$ cat src/hdl/tsa_pkg.sv
// Shared types and constants for the tensor slice scatter addresser.
// Used by tsa_setup and tensor_slice_scatter_addresser; no dependencies.
package tsa_pkg;

  localparam int REG_BITS     = 64;
  localparam int IDX_BITS     = 64;
  localparam int ELEM_PORT_W  = 64;
  localparam int RANK_BITS    = 3;
  localparam int CFG_IDX_BITS = 3;

  typedef enum logic [CFG_IDX_BITS-1:0] {
    CFG_RANK        = 3'd0,
    CFG_SLICE_SHAPE = 3'd1,
    CFG_FULL_SHAPE  = 3'd2,
    CFG_OFFSET      = 3'd3,
    CFG_EXTENT      = 3'd4
  } cfg_reg_e;

  typedef struct packed {
    logic busy;
    logic cfg_ok;
  } setup_status_t;

endpackage

$ cat src/hdl/tensor_slice_scatter_addresser.sv
// An accepted input beat's result is registered in the output stage for m_axis.
// Throughput: one beat per cycle while setup is idle and the output drains; a
// two-entry output stage keeps s_axis_tready high while one result waits. After
// reset and after every register write, a setup pass runs with s_axis_tready low.
// Reset (synchronous) restores register defaults and clears the multi-index.
// Depends on tsa_pkg and tsa_setup.
module tensor_slice_scatter_addresser #(
  parameter int MAX_RANK  = 4,
  parameter int DIM_BITS  = 16,
  parameter int ELEM_BITS = 64
) (
  input  logic                                clk,
  input  logic                                rst,
  input  logic                                cfg_we,
  input  logic [tsa_pkg::CFG_IDX_BITS-1:0]    cfg_index,
  input  logic [tsa_pkg::REG_BITS-1:0]        cfg_data,
  input  logic                                s_axis_tvalid,
  output logic                                s_axis_tready,
  input  logic [tsa_pkg::ELEM_PORT_W-1:0]     s_axis_tdata,   // elem_value
  output logic                                m_axis_tvalid,
  input  logic                                m_axis_tready,
  output logic [127:0]                        m_axis_tdata,   // dest_index, dest_value
  output logic [1:0]                          m_axis_tuser,   // write_enable, config_error
  output logic                                m_axis_tlast    // tensor_last
);

  localparam logic [63:0] ELEM_MASK = (64'd1 << ELEM_BITS) - 64'd1;

  typedef struct packed {
    logic [tsa_pkg::IDX_BITS-1:0]    index;
    logic [tsa_pkg::ELEM_PORT_W-1:0] value;
    logic                            we;
    logic                            err;
    logic                            last;
  } beat_t;

  // configuration registers
  logic [tsa_pkg::RANK_BITS-1:0] rank;
  logic [tsa_pkg::REG_BITS-1:0]  slice_shape;
  logic [tsa_pkg::REG_BITS-1:0]  full_shape;
  logic [tsa_pkg::REG_BITS-1:0]  offset;
  logic [tsa_pkg::REG_BITS-1:0]  extent;
  logic                          cfg_hit;

  logic [DIM_BITS-1:0] s_lane [MAX_RANK];
  logic [DIM_BITS-1:0] f_lane [MAX_RANK];
  logic [DIM_BITS-1:0] b_lane [MAX_RANK];
  logic [DIM_BITS-1:0] z_lane [MAX_RANK];

  tsa_pkg::setup_status_t        status;
  logic [tsa_pkg::IDX_BITS-1:0]  base;
  logic [tsa_pkg::IDX_BITS-1:0]  delta [MAX_RANK];

  // walk state
  logic [DIM_BITS-1:0]           cnt      [MAX_RANK];
  logic [DIM_BITS-1:0]           cnt_next [MAX_RANK];
  logic [tsa_pkg::IDX_BITS-1:0]  cur_idx;
  logic [tsa_pkg::IDX_BITS-1:0]  idx_next;
  logic                          last;

  // output stage
  logic  out_valid;
  logic  skid_valid;
  beat_t out_beat;
  beat_t skid_beat;
  beat_t res;
  logic  accept;

  always_comb begin
    unique case (cfg_index)
      tsa_pkg::CFG_RANK, tsa_pkg::CFG_SLICE_SHAPE, tsa_pkg::CFG_FULL_SHAPE,
      tsa_pkg::CFG_OFFSET, tsa_pkg::CFG_EXTENT: cfg_hit = cfg_we;
      default:                                  cfg_hit = 1'b0;
    endcase
  end

  always_ff @(posedge clk) begin
    if (rst) begin
      rank        <= tsa_pkg::RANK_BITS'(1);
      slice_shape <= '0;
      full_shape  <= '0;
      offset      <= '0;
      extent      <= '0;
    end else if (cfg_we) begin
      unique case (cfg_index)
        tsa_pkg::CFG_RANK:        rank        <= cfg_data[tsa_pkg::RANK_BITS-1:0];
        tsa_pkg::CFG_SLICE_SHAPE: slice_shape <= cfg_data;
        tsa_pkg::CFG_FULL_SHAPE:  full_shape  <= cfg_data;
        tsa_pkg::CFG_OFFSET:      offset      <= cfg_data;
        tsa_pkg::CFG_EXTENT:      extent      <= cfg_data;
        default: ;
      endcase
    end
  end

  // lanes that lie above bit 63 read as zero
  for (genvar g = 0; g < MAX_RANK; g++) begin : g_lane
    if (g * DIM_BITS >= 64) begin : g_zero
      assign s_lane[g] = '0;
      assign f_lane[g] = '0;
      assign b_lane[g] = '0;
      assign z_lane[g] = '0;
    end else begin : g_field
      assign s_lane[g] = DIM_BITS'(slice_shape >> (g * DIM_BITS));
      assign f_lane[g] = DIM_BITS'(full_shape >> (g * DIM_BITS));
      assign b_lane[g] = DIM_BITS'(offset >> (g * DIM_BITS));
      assign z_lane[g] = DIM_BITS'(extent >> (g * DIM_BITS));
    end
  end

  tsa_setup #(
    .MAX_RANK (MAX_RANK),
    .DIM_BITS (DIM_BITS)
  ) u_setup (
    .clk    (clk),
    .rst    (rst),
    .start  (cfg_hit),
    .rank   (rank),
    .s_lane (s_lane),
    .f_lane (f_lane),
    .b_lane (b_lane),
    .z_lane (z_lane),
    .status (status),
    .base   (base),
    .delta  (delta)
  );

  // Advance the multi-index, last dimension fastest, and step the output index
  always_comb begin
    logic                         carry;
    logic                         wrap;
    logic [tsa_pkg::IDX_BITS-1:0] step;
    carry = 1'b1;
    step  = '0;
    for (int d = MAX_RANK - 1; d >= 0; d--) begin
      wrap        = (cnt[d] + DIM_BITS'(1)) == s_lane[d];
      cnt_next[d] = cnt[d];
      if (int'(rank) > d) begin
        if (carry) begin
          if (wrap) begin
            cnt_next[d] = '0;
          end else begin
            cnt_next[d] = cnt[d] + DIM_BITS'(1);
            step        = delta[d];
          end
        end
        carry = carry & wrap;
      end
    end
    last     = carry;
    idx_next = carry ? base : cur_idx + step;
  end

  assign res.index = status.cfg_ok ? cur_idx : '0;
  assign res.value = s_axis_tdata & ELEM_MASK;
  assign res.we    = status.cfg_ok;
  assign res.err   = !status.cfg_ok;
  assign res.last  = status.cfg_ok & last;

  assign s_axis_tready = !skid_valid && !status.busy;
  assign accept        = s_axis_tvalid && s_axis_tready;

  always_ff @(posedge clk) begin
    if (rst) begin
      cur_idx <= '0;
      for (int d = 0; d < MAX_RANK; d++) begin
        cnt[d] <= '0;
      end
    end else if (cfg_hit) begin
      for (int d = 0; d < MAX_RANK; d++) begin
        cnt[d] <= '0;
      end
    end else if (status.busy) begin
      // hold the first element's index until setup finishes
      cur_idx <= base;
    end else if (accept && status.cfg_ok) begin
      cur_idx <= idx_next;
      for (int d = 0; d < MAX_RANK; d++) begin
        cnt[d] <= cnt_next[d];
      end
    end
  end

  always_ff @(posedge clk) begin
    if (rst) begin
      out_valid  <= 1'b0;
      skid_valid <= 1'b0;
    end else if (!out_valid || m_axis_tready) begin
      if (skid_valid) begin
        out_valid  <= 1'b1;
        out_beat   <= skid_beat;
        skid_valid <= 1'b0;
      end else begin
        out_valid <= accept;
        if (accept) begin
          out_beat <= res;
        end
      end
    end else if (accept) begin
      // park the beat while the output stalls
      skid_valid <= 1'b1;
      skid_beat  <= res;
    end
  end

  assign m_axis_tvalid = out_valid;
  assign m_axis_tdata  = {out_beat.value, out_beat.index};
  assign m_axis_tuser  = {out_beat.err, out_beat.we};
  assign m_axis_tlast  = out_beat.last;

endmodule

$ cat src/hdl/tsa_setup.sv
// Setup sequencer: checks the configuration and precomputes the base index and the
// per-dimension index steps, with one shared 32 x DIM_BITS multiplier.
// Depends on tsa_pkg.
module tsa_setup #(
  parameter int MAX_RANK = 4,
  parameter int DIM_BITS = 16
) (
  input  logic                               clk,
  input  logic                               rst,
  input  logic                               start,
  input  logic [tsa_pkg::RANK_BITS-1:0]      rank,
  input  logic [DIM_BITS-1:0]                s_lane [MAX_RANK],
  input  logic [DIM_BITS-1:0]                f_lane [MAX_RANK],
  input  logic [DIM_BITS-1:0]                b_lane [MAX_RANK],
  input  logic [DIM_BITS-1:0]                z_lane [MAX_RANK],
  output tsa_pkg::setup_status_t             status,
  output logic [tsa_pkg::IDX_BITS-1:0]       base,
  output logic [tsa_pkg::IDX_BITS-1:0]       delta [MAX_RANK]
);

  localparam int DW = (MAX_RANK > 1) ? $clog2(MAX_RANK) : 1;
  localparam logic [DW-1:0] TOP_DIM = DW'(MAX_RANK - 1);
  localparam int PW = 32 + DIM_BITS;

  typedef enum logic [2:0] {
    PH_SLO, PH_SHI, PH_BLO, PH_BHI, PH_FLO, PH_FHI, PH_DRAIN, PH_NEXT
  } phase_t;

  logic                          busy;
  logic                          ok;
  logic [DW-1:0]                 d;
  phase_t                        phase;
  logic [tsa_pkg::IDX_BITS-1:0]  st;
  logic [tsa_pkg::IDX_BITS-1:0]  st_acc;
  logic [tsa_pkg::IDX_BITS-1:0]  w_acc;
  logic [tsa_pkg::IDX_BITS-1:0]  prod;
  phase_t                        ptag;
  logic                          pvalid;

  logic                          active;
  logic                          ok_next;
  logic [DIM_BITS-1:0]           op_lane;
  logic [31:0]                   op_half;
  logic [PW-1:0]                 p;
  logic [tsa_pkg::IDX_BITS-1:0]  addend;

  assign active = int'(rank) > int'(d);

  // Configuration check, one lane per dimension in use
  always_comb begin
    logic [DIM_BITS-1:0] z_eff;
    logic [DIM_BITS:0]   end_pos;
    ok_next = (rank != '0) && (int'(rank) <= MAX_RANK);
    for (int i = 0; i < MAX_RANK; i++) begin
      z_eff   = (z_lane[i] == '1) ? f_lane[i] - b_lane[i] : z_lane[i];
      end_pos = {1'b0, b_lane[i]} + {1'b0, z_eff};
      if (int'(rank) > i) begin
        if (s_lane[i] == '0 || s_lane[i] > f_lane[i] || b_lane[i] >= f_lane[i] ||
            z_eff != s_lane[i] || end_pos > {1'b0, f_lane[i]}) begin
          ok_next = 1'b0;
        end
      end
    end
  end

  // Operand selection for the shared multiplier
  always_comb begin
    unique case (phase)
      PH_SLO, PH_SHI: op_lane = s_lane[d] - DIM_BITS'(1);
      PH_BLO, PH_BHI: op_lane = b_lane[d];
      PH_FLO, PH_FHI: op_lane = f_lane[d];
      default:        op_lane = '0;
    endcase
    if (phase == PH_SHI || phase == PH_BHI || phase == PH_FHI) begin
      op_half = st[63:32];
    end else begin
      op_half = st[31:0];
    end
  end

  assign p = PW'(op_half) * PW'(op_lane);

  assign addend = (ptag == PH_SHI || ptag == PH_BHI || ptag == PH_FHI) ?
                  {prod[31:0], 32'b0} : prod;

  always_ff @(posedge clk) begin
    if (rst || start) begin
      busy   <= 1'b1;
      ok     <= 1'b0;
      d      <= TOP_DIM;
      phase  <= PH_SLO;
      st     <= 64'd1;
      st_acc <= '0;
      w_acc  <= '0;
      base   <= '0;
      pvalid <= 1'b0;
    end else begin
      ok     <= ok_next;
      pvalid <= 1'b0;
      if (pvalid) begin
        unique case (ptag)
          PH_SLO, PH_SHI: w_acc  <= w_acc + addend;
          PH_BLO, PH_BHI: base   <= base + addend;
          PH_FLO, PH_FHI: st_acc <= st_acc + addend;
          default: ;
        endcase
      end
      if (busy) begin
        if (!active) begin
          // skip dimensions above the rank
          if (d == '0) begin
            busy <= 1'b0;
          end else begin
            d <= d - DW'(1);
          end
        end else begin
          if (phase == PH_SLO) begin
            delta[d] <= st - w_acc;
          end
          if (phase <= PH_FHI) begin
            prod   <= 64'(p);
            ptag   <= phase;
            pvalid <= 1'b1;
          end
          if (phase == PH_NEXT) begin
            st     <= st_acc;
            st_acc <= '0;
            phase  <= PH_SLO;
            if (d == '0) begin
              busy <= 1'b0;
            end else begin
              d <= d - DW'(1);
            end
          end else begin
            phase <= phase_t'(phase + 3'd1);
          end
        end
      end
    end
  end

  assign status.busy   = busy;
  assign status.cfg_ok = ok;

endmodule
$ cat config.mk
export PLATFORM = sky130hd
export DESIGN_NAME = tensor_slice_scatter_addresser
export DESIGN_NICKNAME = d
export VERILOG_FILES = /design/src/hdl/tsa_pkg.sv /design/src/hdl/tensor_slice_scatter_addresser.sv /design/src/hdl/tsa_setup.sv
export SDC_FILE = /design/constraint.sdc
export NUM_CORES = 2
export LEC_CHECK = 0
export BUFFER_PORTS_ARGS = -buffer_cell sky130_fd_sc_hd__buf_4
export CAP_MARGIN = 25
export CORE_ASPECT_RATIO = 1.5
export CORE_MARGIN = 1.5
export CORE_UTILIZATION = 41
export CTS_CLUSTER_DIAMETER = 50
export CTS_CLUSTER_SIZE = 40
export DETAILED_ROUTE_END_ITERATION = 10
export SLEW_MARGIN = 20
export SYNTH_ARGS = -nofsm -noshare
export SYNTH_HDL_FRONTEND = slang
export SYNTH_SLANG_ARGS = --single-unit
$ cat constraint.sdc
create_clock -name clk -period 30.5 [get_ports clk]
set_clock_uncertainty 0.05 [all_clocks]
set_input_delay 3.05 -clock clk [delete_from_list [all_inputs] [get_ports clk]]
set_output_delay 3.05 -clock clk [all_outputs]
set_load 0.01 [all_outputs]
**After elaboration in Yosys (flattened, before gate mapping)**

Memory sizes are Yosys's and may differ from the RTL's.
Cells that the tools add are included.

- Add/subtract/negate cells: 20
- Multiply operators: 1
- Order comparisons: 21
- Eq/ne operators: 28
- Multiplexer cells: 93
- Bitwise gates (word level): 19
- Reduce and logical (&&, ||, !) cells: 66

Operator list:

| cell | number |
|---|---|
| $mux 64 | 22 |
| $mux 16 | 29 |
| $mux 131 | 2 |
| $add 64x64->64 | 4 |
| $bwmux 256 | 1 |
| $demux 64 s2 | 1 |
| $bmux 16 s2 | 3 |
| $add 16x16->17 | 4 |
| $gt 17x16->1 | 4 |
| $add 16x1->16 const B | 4 |
| $eq 16x16->1 | 4 |
| $eq 16x16->1 const B | 4 |
| $ge 16x16->1 | 4 |
| $gt 16x16->1 | 4 |
| $logic_not 16->1 | 4 |
| $ne 16x16->1 | 4 |
| $sub 16x16->16 | 4 |
| $sub 64x64->64 | 1 |
| $mul 32x16->48 | 1 |
| $pmux 16 s3 | 1 |
| $mux 32 | 1 |
| $mux 1 | 29 |
| $logic_or 1x1->1 | 22 |
| $reduce_and 2->1 | 10 |
| other kinds (30) | 81 |

- Flip-flop bits (word level): 1158
- Memory bits (writable): 64
- Output and inout bits: 133
- Logic and storage cells: 282
- Memories kept: 1

Memory list:

| memory | words | width | rd ports | clocked after Yosys merged registers in | wr ports | RTL line | text |
|---|---|---|---|---|---|---|---|
| cnt | 4 | 16 | 4 | 0 | 4 | tensor_slice_scatter_addresser.sv:55 | `logic [DIM_BITS-1:0] cnt [MAX_RANK];` |

**Depth between registers and ports, before layout**

An unclocked memory read counts as a cell.

- Word-level depth: 18
- Mapped depth: 36
- Gate-level depth less buffers: 34

**By module**

From an unflattened synthesis, not the netlist that was laid out.

- Cells, all modules: 10765
- Area, all modules: 95376.5 um^2

By module, submodules not included:

| module | instances | cells each | area each (um^2) |
|---|---|---|---|
| tsa_setup | 1 | 7364 | 62845.3 |
| tensor_slice_scatter_addresser | 1 | 3401 | 32531.2 |

**Worst setup path before layout**

OpenSTA, ideal clock, no wires.

- Path kind: in2reg
- Start: input rst
- End: register skid_beat[0] (netlist name), enable pin
- Arrival time: 15906 ps
- Data required time: 29508 ps
- Slack: 13602 ps
- Cell stages on the path: 3
- Path buffers: 2
- Path through: clkbuf_1 > clkbuf_1 > nor4_1

- Cells in the longest elaborated chain, start to end: 2

RTL lines:

| what | RTL line | text |
|---|---|---|
| start: declaration | tensor_slice_scatter_addresser.sv:13 | `input logic rst,` |
| $not 1->1 (no source line) | -- |  |
| $reduce_and 3->1 (no source line) | -- |  |
| end signal: assignment | tensor_slice_scatter_addresser.sv:202 | `skid_beat <= res;` |
| end: declaration | tensor_slice_scatter_addresser.sv:65 | `beat_t skid_beat;` |

Every way passes these cells.
A chain may end at the register's enable or synchronous reset.

**Worst setup path after layout**

- Start: register u_setup.d[0]
- End: register u_setup.prod[46] (netlist name) (data pin)

- Cells in the longest elaborated chain, start to end: 7
- Elaborated cells on any way between the ends: 13

RTL lines:

| what | RTL line | text |
|---|---|---|
| start: declaration | tsa_setup.sv:31 | `logic [DW-1:0] d;` |
| start signal: assignment | tsa_setup.sv:114 | `d <= d - DW'(1);` |
| start signal: assignment | tsa_setup.sv:132 | `d <= d - DW'(1);` |
| $not 2->3 (not written as such) * | tsa_setup.sv:69, tsa_setup.sv:70, tsa_setup.sv:71 |  |
| $bmux 16 s2 | tsa_setup.sv:69 | `PH_SLO, PH_SHI: op_lane = s_lane[d] - DIM_BITS'(1);` |
| $mux 16 (not written as such) (2 in a row) | tsa_setup.sv:69 |  |
| $sub 16x1->16 | tsa_setup.sv:69 |  |
| $pmux 16 s3 * | tsa_setup.sv:68 | `unique case (phase)` |
| $mul 32x16->48 * | tsa_setup.sv:81 | `assign p = PW'(op_half) * PW'(op_lane);` |
| net u_setup.p[46] | tsa_setup.sv:44 | `logic [PW-1:0] p;` |
| end signal: assignment | tsa_setup.sv:121 | `prod <= 64'(p);` |
| end: declaration | tsa_setup.sv:36 | `logic [tsa_pkg::IDX_BITS-1:0] prod;` |

Mark *: on every way through the listed nets, which the timed path passes. The rest lies on a longest branch. The select of a mux whose other input is x is not followed.

==> flow_metrics.env <==
export IMPL_drive_gt1_share_pct=8.95
export IMPL_synth_seq_cells=1222
export IMPL_ys_async_sr_fraction_pct=0
export IMPL_p_sw_share_pct=36.6
export IMPL_worstMarginPinSlew_ps=1070
export IMPL_r2r_cells=33
export IMPL_grt_pass1_vias=79700
export IMPL_ctsHoldBuffers=0
export IMPL_gr_usage_met2_pct=50.9
export IMPL_nFillCells=22100
export IMPL_cts_made_buffers=119
export IMPL_synthesis_nets=11900
export IMPL_yosys_warnings=0
export IMPL_fin_crit_sh_pct=36.8
export IMPL_grt_util_all_layers_pct=28.5
export IMPL_use_met1_pct=29.7
export IMPL_yosys_most_used_dff="edfxtp_1"
export IMPL_total_leakage_power_nw=42.9
export IMPL_post_route_min_period_ps=11230
export IMPL_reg2reg_to="u_setup.prod[46]$_DFFE_PP_"
export IMPL_synth_edff_count=617
export IMPL_dr_pass1_iters=7
export IMPL_synthDominantCellAreaShare_pct=19.7
export IMPL_largest_reg_flops=256
export IMPL_synth_adder_area_share_pct=18.6
export IMPL_crit_type="reg -> reg"
export IMPL_synth_area_um2=93800
export IMPL_cts_buffer_depth=3
export IMPL_rr_startpoint="u_setup.d[0]$_SDFFE_PP1P_"
export IMPL_powerDensity_nw_per_um2=46.5
export IMPL_drc_errors=0
export IMPL_holdWs_ps=372
export IMPL_p_switching_w=0.00176
export IMPL_crit_top_cell="fa_1"
export IMPL_rows=214
export IMPL_rsz0062_at_grt="false"
export IMPL_wirelength_um=339000
export IMPL_wire_per_inst_um=24.7
export IMPL_yosysUniqueCellTypes=95
export IMPL_vias=79500
export IMPL_ys_seq_area_share_pct=32.6
export IMPL_clock_fmax_ghz=0.0890
export IMPL_syn_to_final_growth_pct=10.4
export IMPL_synth_top_family_by_area="adder cells"
export IMPL_cts_tree="yes"
export IMPL_die_w_um=394
export IMPL_crit_required_ps=30970
export IMPL_outcome="completed"
export IMPL_grt_pass1_wl_um=502000
export IMPL_critical_path_max_stage_delay_ps=620
export IMPL_pwr_share_clk_pct=34.5
export IMPL_slew_violations=0
export IMPL_synth_xor_xnor_area_share_pct=5.31
export IMPL_fin_nets=11900
export IMPL_holdPathEnd="u_setup.st[6]$_SDFFE_PP0P_"
export IMPL_io_buffers=268
export IMPL_cap_violations=0
export IMPL_htree_levels=3
export IMPL_viasPerCell=5.78
export IMPL_setup_viol=0
export IMPL_internal_power_w=0.00306
export IMPL_postCtsSetupBuffers=0
export IMPL_drtIter0Drc=5592
export IMPL_relSlewSlack_pct=27.8
export IMPL_yosys_top_cells_area="edfxtp_1, dfxtp_1, ha_1"
export IMPL_busiest_layer="met2"
export IMPL_pwr_share_seq_pct=38.8
export IMPL_cp_max_fo=32
export IMPL_drtAntennaViolNets=0
export IMPL_hp_start="u_setup.st_acc[6]$_SDFF_PP0_"
export IMPL_place_gp_congestion=1.04
export IMPL_power_frac_comb_pct=26.6
export IMPL_hold_path_class="reg -> reg"
export IMPL_cts_root_buf="clkbuf_16"
export IMPL_hpwl_um=265000
export IMPL_synthSimpleGateAreaFrac_pct=16.5
export IMPL_coreArea_um2=227000
export IMPL_cp_startpoint="u_setup.d[0]$_SDFFE_PP1P_"
export IMPL_setup_tns_ps=0
export IMPL_clock_sinks=1222
export IMPL_end_kind="flip-flop"
export IMPL_holdPathStages=2
export IMPL_largest_register="u_setup.delta"
export IMPL_io_pins=269
export IMPL_synth_compound_area_share_pct=16.9
export IMPL_die_area_um2=232000
export IMPL_grt_max_degree=89
export IMPL_syn_inst=10600
export IMPL_die_y_um=589
export IMPL_antenna_found_initial=17
export IMPL_synthMuxAreaShare_pct=4.42
export IMPL_met3_usage_pct=3.94
export IMPL_grt_ovfl_total=0
export IMPL_start_kind="flip-flop"
export IMPL_yosysTopAreaCell="edfxtp_1"
export IMPL_initial_utilization_pct=41.3
export IMPL_crit_arrival_ps=11700
export IMPL_avgSynthCellArea_um2=8.87
export IMPL_r2r_slack_ps=19270
export IMPL_clkLatencyLatePin_ps=810
export IMPL_hold_viol=0
export IMPL_clk_pin_slew_ps=80
export IMPL_crit_path_top_delay_cell="dfxtp_4"
export IMPL_ir_drop_mv=0.0724
export IMPL_cts_resized_gates=0
[synth_stat cells (35+ instances only)]
master / instances
nand2_1: 1691
a21oi_1: 1046
inv_1: 909
ha_1: 708
edfxtp_1: 617
dfxtp_1: 605
nor2_1: 595
clkbuf_1: 435
fa_1: 431
xnor2_1: 363
o21ai_0: 321
a21o_1: 269
xor2_1: 193
mux2_2: 179
and2_1: 172
nand3_1: 149
nand4_1: 142
nor3_1: 133
nor2b_1: 132
a211oi_1: 104
mux2i_1: 103
o21a_1: 95
a221oi_1: 89
nand2b_1: 86
o21bai_1: 77
and3_1: 73
nor4_1: 65
a31oi_1: 57
mux4_2: 48
o211ai_1: 47
o21ai_1: 44
a21boi_0: 42
buf_1: 35
o31ai_1: 35
[layout make-up]
cell class	instances	area [um2]	share of cell area [%]
multi-input combinational	7955	58200	56.2
antenna	19	47.5	0.0459
clock inverter	94	1350	1.30
tap	3024	3780	3.65
sequential	1222	30600	29.6
timing repair buffer	402	3060	2.95
clock buffer	133	3130	3.02
inverter	911	3420	3.30
[metal layers]
layer  wire length [um]  up-vias
met1             120000    38800
met4              34000        8
met5                 60        -
li1                   -    37100
met3              17100      989
met2             168000     2616
[through the flow]
step	cell area, um2	setup WS (ps)	total power, W	utilization, %	instances
after floorplan	93800	13600	0.00271	-	10600
after global placement	99000	19350	0.00316	43.6	13500
after detailed placement	99100	19330	0.00317	43.6	13500
after CTS	104000	19290	0.00484	45.6	13700
after global routing	104000	18580	0.00501	45.6	13700
final	104000	19270	0.00482	45.6	13800
[cells in the final DEF (no fill, tap or decap), drive strengths merged, types with 57 or more instances in the layout]
| cell type | Yosys | final |
|---|---|---|
| nand2 | 1691 | 1691 |
| a21oi | 1046 | 1046 |
| inv | 911 | 973 |
| ha | 708 | 708 |
| edfxtp | 617 | 617 |
| dfxtp | 605 | 605 |
| nor2 | 595 | 595 |
| fa | 431 | 431 |
| buf | 55 | 402 |
| o21ai | 365 | 365 |
| xnor2 | 363 | 363 |
| a21o | 269 | 269 |
| xor2 | 193 | 193 |
| mux2 | 181 | 181 |
| and2 | 174 | 174 |
| nand3 | 149 | 149 |
| nand4 | 143 | 143 |
| nor3 | 133 | 133 |
| clkbuf | 435 | 133 |
| nor2b | 132 | 132 |
| a211oi | 105 | 105 |
| mux2i | 103 | 103 |
| o21a | 95 | 95 |
| a221oi | 90 | 90 |
| nand2b | 86 | 86 |
| o21bai | 77 | 77 |
| and3 | 73 | 73 |
| nor4 | 69 | 69 |
| a31oi | 57 | 57 |
[kinds of logic (layout without fill, tap and decap cells)]
| kind of cell | count (synthesis) | in the layout |
|---|---|---|
| xor gates and xnor gates | 561 | 561 |
| adders and majority gates | 1139 | 1139 |
| muxes | 332 | 332 |
| buffers and inverters | 1401 | 1540 |
| other | 0 | 19 |
| AOI/OAI and AO/OA | 2517 | 2517 |
| DFF | 1222 | 1222 |
| and+or+nand+nor | 3406 | 3406 |
[power by group through the flow]
stage               sequential (W)  clock [W]  combinational (W)
floorplan                  0.00187          0           0.000834
global route               0.00188    0.00175            0.00138
global placement           0.00191          0            0.00125
CTS                        0.00187    0.00170            0.00127
finish                     0.00187    0.00166            0.00128
detailed placement         0.00191          0            0.00127
[worst max-delay path: cells and delay by family, from the launching register on]
kind | cells | cell delay, ps
adders and majority gates | 7 | 3230
DFF | 1 | 620
xor gates and xnor gates | 2 | 320
buffers and inverters | 4 | 1020
AOI/OAI and AO/OA | 11 | 3180
and+or+nand+nor | 8 | 1840
muxes | 1 | 620
[worst max path at each step]
stage | cells past startpoint | slack, ps | endpoint
floorplan | 3 | 13600 | skid_beat[0]$_DFFE_PP_
global placement | 33 | 19350 | u_setup.prod[46]$_DFFE_PP_
detailed placement | 33 | 19330 | u_setup.prod[46]$_DFFE_PP_
CTS | 33 | 19290 | u_setup.prod[46]$_DFFE_PP_
global route | 33 | 18580 | u_setup.prod[46]$_DFFE_PP_
finish | 33 | 19270 | u_setup.prod[46]$_DFFE_PP_
Note: power is estimated with default switching activity, not from simulation.
